==> src/well_pkg.sv <==
// Shared types and constants for the WELL44497a generator.
package well_pkg;

  localparam logic [31:0] MASK_UPPER  = 32'hFFFF_8000;
  localparam logic [31:0] MASK_LOWER  = 32'h0000_7FFF;
  localparam logic [31:0] TEMPER_KEEP = 32'hFBFF_FFFF;
  localparam logic [31:0] TEMPER_TEST = 32'h0002_0000;
  localparam logic [31:0] TEMPER_XOR  = 32'hB729_FCEC;
  localparam logic [31:0] SEED_MULT   = 32'd1812433253;

  localparam logic REQ_LOAD = 1'b0;
  localparam logic REQ_DRAW = 1'b1;

  typedef enum logic [3:0] {
    OP_NONE,
    OP_CLEAR,
    OP_SEED,
    OP_EXP_READ,
    OP_EXP_MUL,
    OP_EXP_WRITE,
    OP_DRAW_A,
    OP_DRAW_B,
    OP_DRAW_C,
    OP_DRAW_D,
    OP_DRAW_E,
    OP_OUT
  } dp_op_e;

  typedef struct packed {
    dp_op_e op;
    logic   capture;
  } cmd_t;

  typedef struct packed {
    logic idx_last;
    logic expand_go;
    logic out_free;
  } status_t;

endpackage

==> src/well_ctrl.sv <==
// Controller state machine of the WELL44497a generator.
module well_ctrl (
  input  logic              clk_i,
  input  logic              rst_ni,
  input  logic              s_tvalid_i,
  input  logic              s_tuser_i,
  output logic              s_tready_o,
  input  well_pkg::status_t status_i,
  output well_pkg::cmd_t    cmd_o
);

  typedef enum logic [3:0] {
    ST_CLEAR,
    ST_IDLE,
    ST_SEED,
    ST_EXP_READ,
    ST_EXP_MUL,
    ST_EXP_WRITE,
    ST_DRAW_A,
    ST_DRAW_B,
    ST_DRAW_C,
    ST_DRAW_D,
    ST_DRAW_E,
    ST_OUT
  } state_e;

  state_e state_q;
  logic   accept;

  assign s_tready_o    = state_q == ST_IDLE;
  assign accept        = s_tvalid_i && s_tready_o;

  always_comb begin
    cmd_o.capture = accept;
    unique case (state_q)
      ST_CLEAR:     cmd_o.op = well_pkg::OP_CLEAR;
      ST_IDLE:      cmd_o.op = well_pkg::OP_NONE;
      ST_SEED:      cmd_o.op = well_pkg::OP_SEED;
      ST_EXP_READ:  cmd_o.op = well_pkg::OP_EXP_READ;
      ST_EXP_MUL:   cmd_o.op = well_pkg::OP_EXP_MUL;
      ST_EXP_WRITE: cmd_o.op = well_pkg::OP_EXP_WRITE;
      ST_DRAW_A:    cmd_o.op = well_pkg::OP_DRAW_A;
      ST_DRAW_B:    cmd_o.op = well_pkg::OP_DRAW_B;
      ST_DRAW_C:    cmd_o.op = well_pkg::OP_DRAW_C;
      ST_DRAW_D:    cmd_o.op = well_pkg::OP_DRAW_D;
      ST_DRAW_E:    cmd_o.op = well_pkg::OP_DRAW_E;
      ST_OUT:       cmd_o.op = well_pkg::OP_OUT;
    endcase
  end

  always_ff @(posedge clk_i or negedge rst_ni) begin
    if (!rst_ni) begin
      state_q <= ST_CLEAR;
    end else begin
      unique case (state_q)
        ST_CLEAR:     if (status_i.idx_last) state_q <= ST_IDLE;
        ST_IDLE: begin
          if (accept) state_q <= (s_tuser_i == well_pkg::REQ_DRAW) ? ST_DRAW_A : ST_SEED;
        end
        ST_SEED:      state_q <= status_i.expand_go ? ST_EXP_READ : ST_IDLE;
        ST_EXP_READ:  state_q <= ST_EXP_MUL;
        ST_EXP_MUL:   state_q <= ST_EXP_WRITE;
        ST_EXP_WRITE: state_q <= status_i.idx_last ? ST_IDLE : ST_EXP_READ;
        ST_DRAW_A:    state_q <= ST_DRAW_B;
        ST_DRAW_B:    state_q <= ST_DRAW_C;
        ST_DRAW_C:    state_q <= ST_DRAW_D;
        ST_DRAW_D:    state_q <= ST_DRAW_E;
        ST_DRAW_E:    state_q <= status_i.out_free ? ST_IDLE : ST_OUT;
        ST_OUT:       if (status_i.out_free) state_q <= ST_IDLE;
      endcase
    end
  end

endmodule
==> config.mk <==
export PLATFORM = sky130hd
export DESIGN_NAME = well_ctrl
export DESIGN_NICKNAME = d
export VERILOG_FILES = /design/src/well_pkg.sv /design/src/well_ctrl.sv
export SDC_FILE = /design/constraint.sdc
export NUM_CORES = 1
export LEC_CHECK = 0
export BUFFER_PORTS_ARGS = -buffer_cell sky130_fd_sc_hd__buf_4
export CELL_PAD_IN_SITES_DETAIL_PLACEMENT = 1
export CELL_PAD_IN_SITES_GLOBAL_PLACEMENT = 1
export CORE_AREA = 3 3 40 42
export CTS_CLUSTER_DIAMETER = 150
export CTS_CLUSTER_SIZE = 10
export DETAILED_ROUTE_END_ITERATION = 12
export DIE_AREA = 0 0 43 45
export GPL_ROUTABILITY_DRIVEN = 0
export HOLD_SLACK_MARGIN = 0.12
export PLACE_DENSITY = 0.76
export SYNTH_ARGS = -nofsm -noshare
export SYNTH_HDL_FRONTEND = slang
export SYNTH_SLANG_ARGS = --single-unit
==> constraint.sdc <==
create_clock -name clk_i -period 1.86 [get_ports clk_i]
set_clock_uncertainty 0.2 [all_clocks]
set_input_delay 0.186 -clock clk_i [delete_from_list [all_inputs] [get_ports clk_i]]
set_output_delay 0.186 -clock clk_i [all_outputs]
set_load 0.01 [all_outputs]
=== Yosys cells after proc, flatten, opt, wreduce, memory -nomap -nowiden ===
Cells that the tools add are included.

* Bits of input ports: 7
* Word-level logic and storage cells: 27
* Output and inout port bits: 6
* Register bits: 4

* Muxes and demuxes: 9
* Reductions and logical operators: 3
* Equality and inequality tests: 14

{| class="wikitable"
|+ Operators with widths
! kind !! number
|-
| 4-bit one-hot mux with 12 select lines || 2
|-
| 4-bit by 3-bit == test with 1-bit output (second input constant) || 4
|-
| 4-bit == test (second input constant) || 4
|-
| 4-bit 2-to-1 mux || 4
|-
| 4-bit by 2-bit == test with 1-bit output (second input constant) || 2
|-
| 4-bit by 1-bit == test with 1-bit output (second input constant) || 1
|-
| 4-bit zero test || 1
|-
| 2-bit 2-to-1 mux || 2
|-
| 2-bit inequality test (second input constant) || 2
|-
| 3-bit 2-to-1 mux || 1
|-
| 3-bit AND reduction || 1
|-
| 2-bit by 1-bit inequality test with 1-bit output (second input constant) || 1
|-
| 1-bit logical AND || 1
|}

=== Longest topological paths before layout ===
* Depth in word-level cells: 4
* Depth in mapped cells: 5
* Gate-level depth less buffers: 4

=== Worst setup path before layout ===
OpenSTA, ideal clock, no wires.

* Kind: register to register
* Start point: register state_q[1]
* End point: register state_q[1]
* Buffers on the path: 0
* Library setup time: 0.122 ns
* Data arrival time: 1.292 ns
* Slack: 0.247 ns
* Required time: 1.538 ns
* Cell stages (with the launch flop): 5
* Period minus slack after synthesis: 1.613 ns
* Path through: dfrtp_1 or4_4 a21oi_2 a21oi_1 a32o_1

* Word-level cells in the longest chain between the ends: 4
* Elaborated cells between the ends (all ways): 18
* Those cells by class: eq/ne: 14; mux: 1; reduce/logical: 3

{| class="wikitable"
|+ RTL lines
! item !! line !! text
|-
| start: declaration || well_ctrl.sv:27 || <nowiki>state_e state_q;</nowiki>
|-
| start signal: assignment || well_ctrl.sv:58 || <nowiki>if (accept) state_q <= (s_tuser_i == well_pkg::REQ_DRAW) ? ST_DRAW_A : ST_SEED;</nowiki>
|-
| start signal: assignment || well_ctrl.sv:60 || <nowiki>ST_SEED: state_q <= status_i.expand_go ? ST_EXP_READ : ST_IDLE;</nowiki>
|-
| start signal: assignment || well_ctrl.sv:63 || <nowiki>ST_EXP_WRITE: state_q <= status_i.idx_last ? ST_IDLE : ST_EXP_READ;</nowiki>
|-
| 4-bit by 1-bit == test with 1-bit output || well_ctrl.sv:30, well_ctrl.sv:55 ||
|-
| 1-bit logical AND || well_ctrl.sv:31 || <nowiki>assign accept = s_tvalid_i && s_tready_o;</nowiki>
|-
| 2-bit by 1-bit inequality test with 1-bit output (no source line) || -- ||
|-
| 3-bit AND reduction (no source line) || -- ||
|}

Several ways; a longest one is shown, not always the timed one.
A chain may end at the register's enable or synchronous reset.

=== Worst setup path after layout ===
* Start point: input port status_i[2] (netlist name)
* End point: register state_q[1]

* Word-level cells in the longest chain between the ends: 2
* Elaborated cells between the ends (all ways): 4
* Those cells by class: eq/ne: 1; mux: 2; reduce/logical: 1

{| class="wikitable"
|+ RTL lines
! item !! line !! text
|-
| start: declaration || well_ctrl.sv:8 || <nowiki>input well_pkg::status_t status_i,</nowiki>
|-
| 2-bit 2-to-1 mux / 2-bit inequality test (equally long branches) || -- ||
|-
| 4-bit one-hot mux with 12 select lines / 3-bit AND reduction (equally long branches) || -- ||
|}

Several ways; a longest one is shown, not always the timed one.

==> flow_metrics.py <==
metrics = {
    "logic_synthesis": {
        "synth_area_per_cell_um2": 8.20,
        "synth_fp_nets": 52,
        "synthCells": 45,
        "ys_seq_area_share_pct": 27.1,
        "synth_area_leaders": "dfrtp_1, a32o_1, buf_2, nand2b_1, nor2b_1",
        "synth_top_area_cell": "dfrtp_1",
        "syn_area_um2": 369,
        "ys.warnings.count": 0,
        "yosys.cell_types.count": 26,
        "synth_seq_cells": 4,
        "yosysTopAreaCellShare_pct": 27.1,
    },
    "worst_setup_path": {
        "crit_fanout": 3,
        "reg2regPathDepth": 4,
        "cp_num_cells": 6,
        "crit_chain": "dlygate4sd3_1 > buf_4 > or4_4 > a21oi_2 > a21oi_1 > a32o_1",
        "cp.required_ns": 1.78,
        "worst-path-buf-inv": 2,
        "end_kind": "flop",
        "cp_data_arrival_time_ns": 1.72,
        "cpLargestDelayFamily": "buffers and inverters",
        "criticalPathCategory": "input port to flop",
        "critPathSlowestCell": "dlygate4sd3_1",
        "cpPeakStageDelay_ns": 0.53,
        "setup.worst_path.start_class": "input port",
    },
    "final_layout": {
        "n_antenna_cell": 0,
        "finalNonFillerCells": 78,
        "final_util_pct": 43.7,
        "top_regs": "state_q: 4 flops",
        "finalInstanceArea_um2": 562,
        "area_growth_pct": 52.2,
        "fin_nets": 72,
        "final_common_cell": "buf_4",
        "largest_reg_flops": 4,
        "drive_gt1_share_pct": 38.1,
        "most-common-layout-cells": "buf_4, dlygate4sd3_1",
        "largest-register": "state_q",
    },
    "sta": {
        "fin_hold_ws_ns": 0.176,
        "fmax_ghz": 0.554,
        "setup_ws_ns": 0.0541,
        "tightest_slew_ns": 0.400,
        "rsz0062_at_grt": "true",
        "maxSlewHeadroom_pct": 73.1,
        "period_share_pct": 97.1,
        "period_needed_ns": 1.81,
        "finalSetupViolations": 0,
        "hold_violations": 0,
        "drv_slew": 0,
        "fin_setup_tns_ns": 0,
    },
    "cts": {
        "post-cts-setup-buffer-count": 0,
        "clk_latency_ns": 0.23,
        "cts-root-buf": "clkbuf_4",
        "numCtsBuffers": 3,
        "tritoncts": "built",
        "clock-sinks": 4,
        "htreeDepth": 1,
        "cts_buffer_depth": 2,
        "path_clk_slew_ns": 0.04,
    },
    "power": {
        "power_density_nw_per_um2": 1690,
        "ir_drop_mv": 0.615,
        "leakage_nw": 0.251,
        "p_total_uw": 948,
    },
    "min_path": {
        "min_path_cells": 4,
        "hp-class": "input port to flop",
    },
    "global_routing": {
        "grt_pass1_wl_um": 1840,
        "overflow": 0,
        "first_global_vias": 403,
        "grtUsageTotal_pct": 13.7,
        "grt_max_degree": 14,
        "antenna_found_initial": 0,
    },
    "job": {
        "maxCapViolations": 0,
    },
    "route": {
        "finalWirelength_um": 1140,
        "drt_iter0_markers": 2,
        "detail-route-antenna-nets": 0,
        "remaining_drc_errors": 0,
        "dr.pass1.iters": 2,
        "viasPerCell": 5.19,
        "vias": 405,
        "wl_per_cell_um": 14.7,
    },
    "floorplan": {
        "start_util_pct": 28.7,
        "ios": 13,
        "core_area_um2": 1280,
        "die-width_um": 43,
        "die-height_um": 45,
        "dieArea_um2": 1940,
        "rows": 13,
    },
    "place": {
        "dp.cells": 71,
        "port_buffers": 12,
        "dp.final_hpwl_um": 734,
        "placed_cell_area_um2": 480,
        "place_ws_ns": 0.151,
    },
    "run_status": {
        "status": "complete, no violations",
    },
}
-- worst min-delay path, cell delays in order --
cell and delay [ns]:
buf_4 0.11, inv_1 0.04, a21oi_1 0.10, nor4bb_1 0.13
-- cells by family after synthesis --
kind of cell	share of synthesized area, %
AOI/OAI and AO/OA	27.5
buffers and inverters	9.49
DFF	27.1
muxes	2.71
and+or+nand+nor	33.2
-- what timing repair did --
item                                   4_1_cts  5_1_grt
endpoints found under the hold margin        6        0
hold buffers                                 4        0
resized for setup                            1        4
setup endpoints to repair                    1        3
pin swaps                                    0        1
-- layer usage --
layer	track usage, %	vias to the layer above	wire length [um]
met5	0	-	0
met4	9.04	0	23
met3	4.78	4	63
met2	24.6	11	585
met1	13.4	191	472
li1	-	199	-
-- cells in the mapped netlist --
master	number
buf_2	4
dfrtp_1	4
nand2_1	3
nand2b_1	3
nor2_1	3
nor2b_1	3
a21oi_1	2
a32o_1	2
inv_1	2
o21ai_0	2
o21ai_1	2
a21boi_1	1
a21oi_2	1
a2bb2oi_1	1
a32oi_1	1
and2_1	1
buf_4	1
mux2i_1	1
nand4b_1	1
nor3b_1	1
nor3b_2	1
nor4_1	1
nor4bb_1	1
o21a_1	1
o32a_1	1
or4_4	1
-- where the power goes --
part | internal [mW] | switching, mW
Combinational | 0.358 | 0.310
Clock | 0.0720 | 0.0335
Sequential | 0.126 | 0.0495
-- final cells by class --
cell class,count,area [um^2]
fill,159,723
multi-input combinational,34,248
timing repair buffer,20,164
sequential,4,101
tap,15,18.8
clock buffer,3,22.5
inverter,2,7.51
-- worst paths after layout --
| path | start | to | slack (ns) |
|---|---|---|---|
| max in group asynchronous | rst_ni | state_q[2]$_DFFE_PN0P_ | 0.59 |
| max | status_i[2] | state_q[1]$_DFFE_PN0P_ | 0.05 |
| min reg2reg | state_q[0]$_DFFE_PN0P_ | state_q[0]$_DFFE_PN0P_ | 0.44 |
| min | s_tvalid_i | state_q[2]$_DFFE_PN0P_ | 0.18 |
| max reg2reg | state_q[1]$_DFFE_PN0P_ | state_q[1]$_DFFE_PN0P_ | 0.14 |
| min in group asynchronous | rst_ni | state_q[1]$_DFFE_PN0P_ | 0.68 |
(Power assumes the default switching activity.)
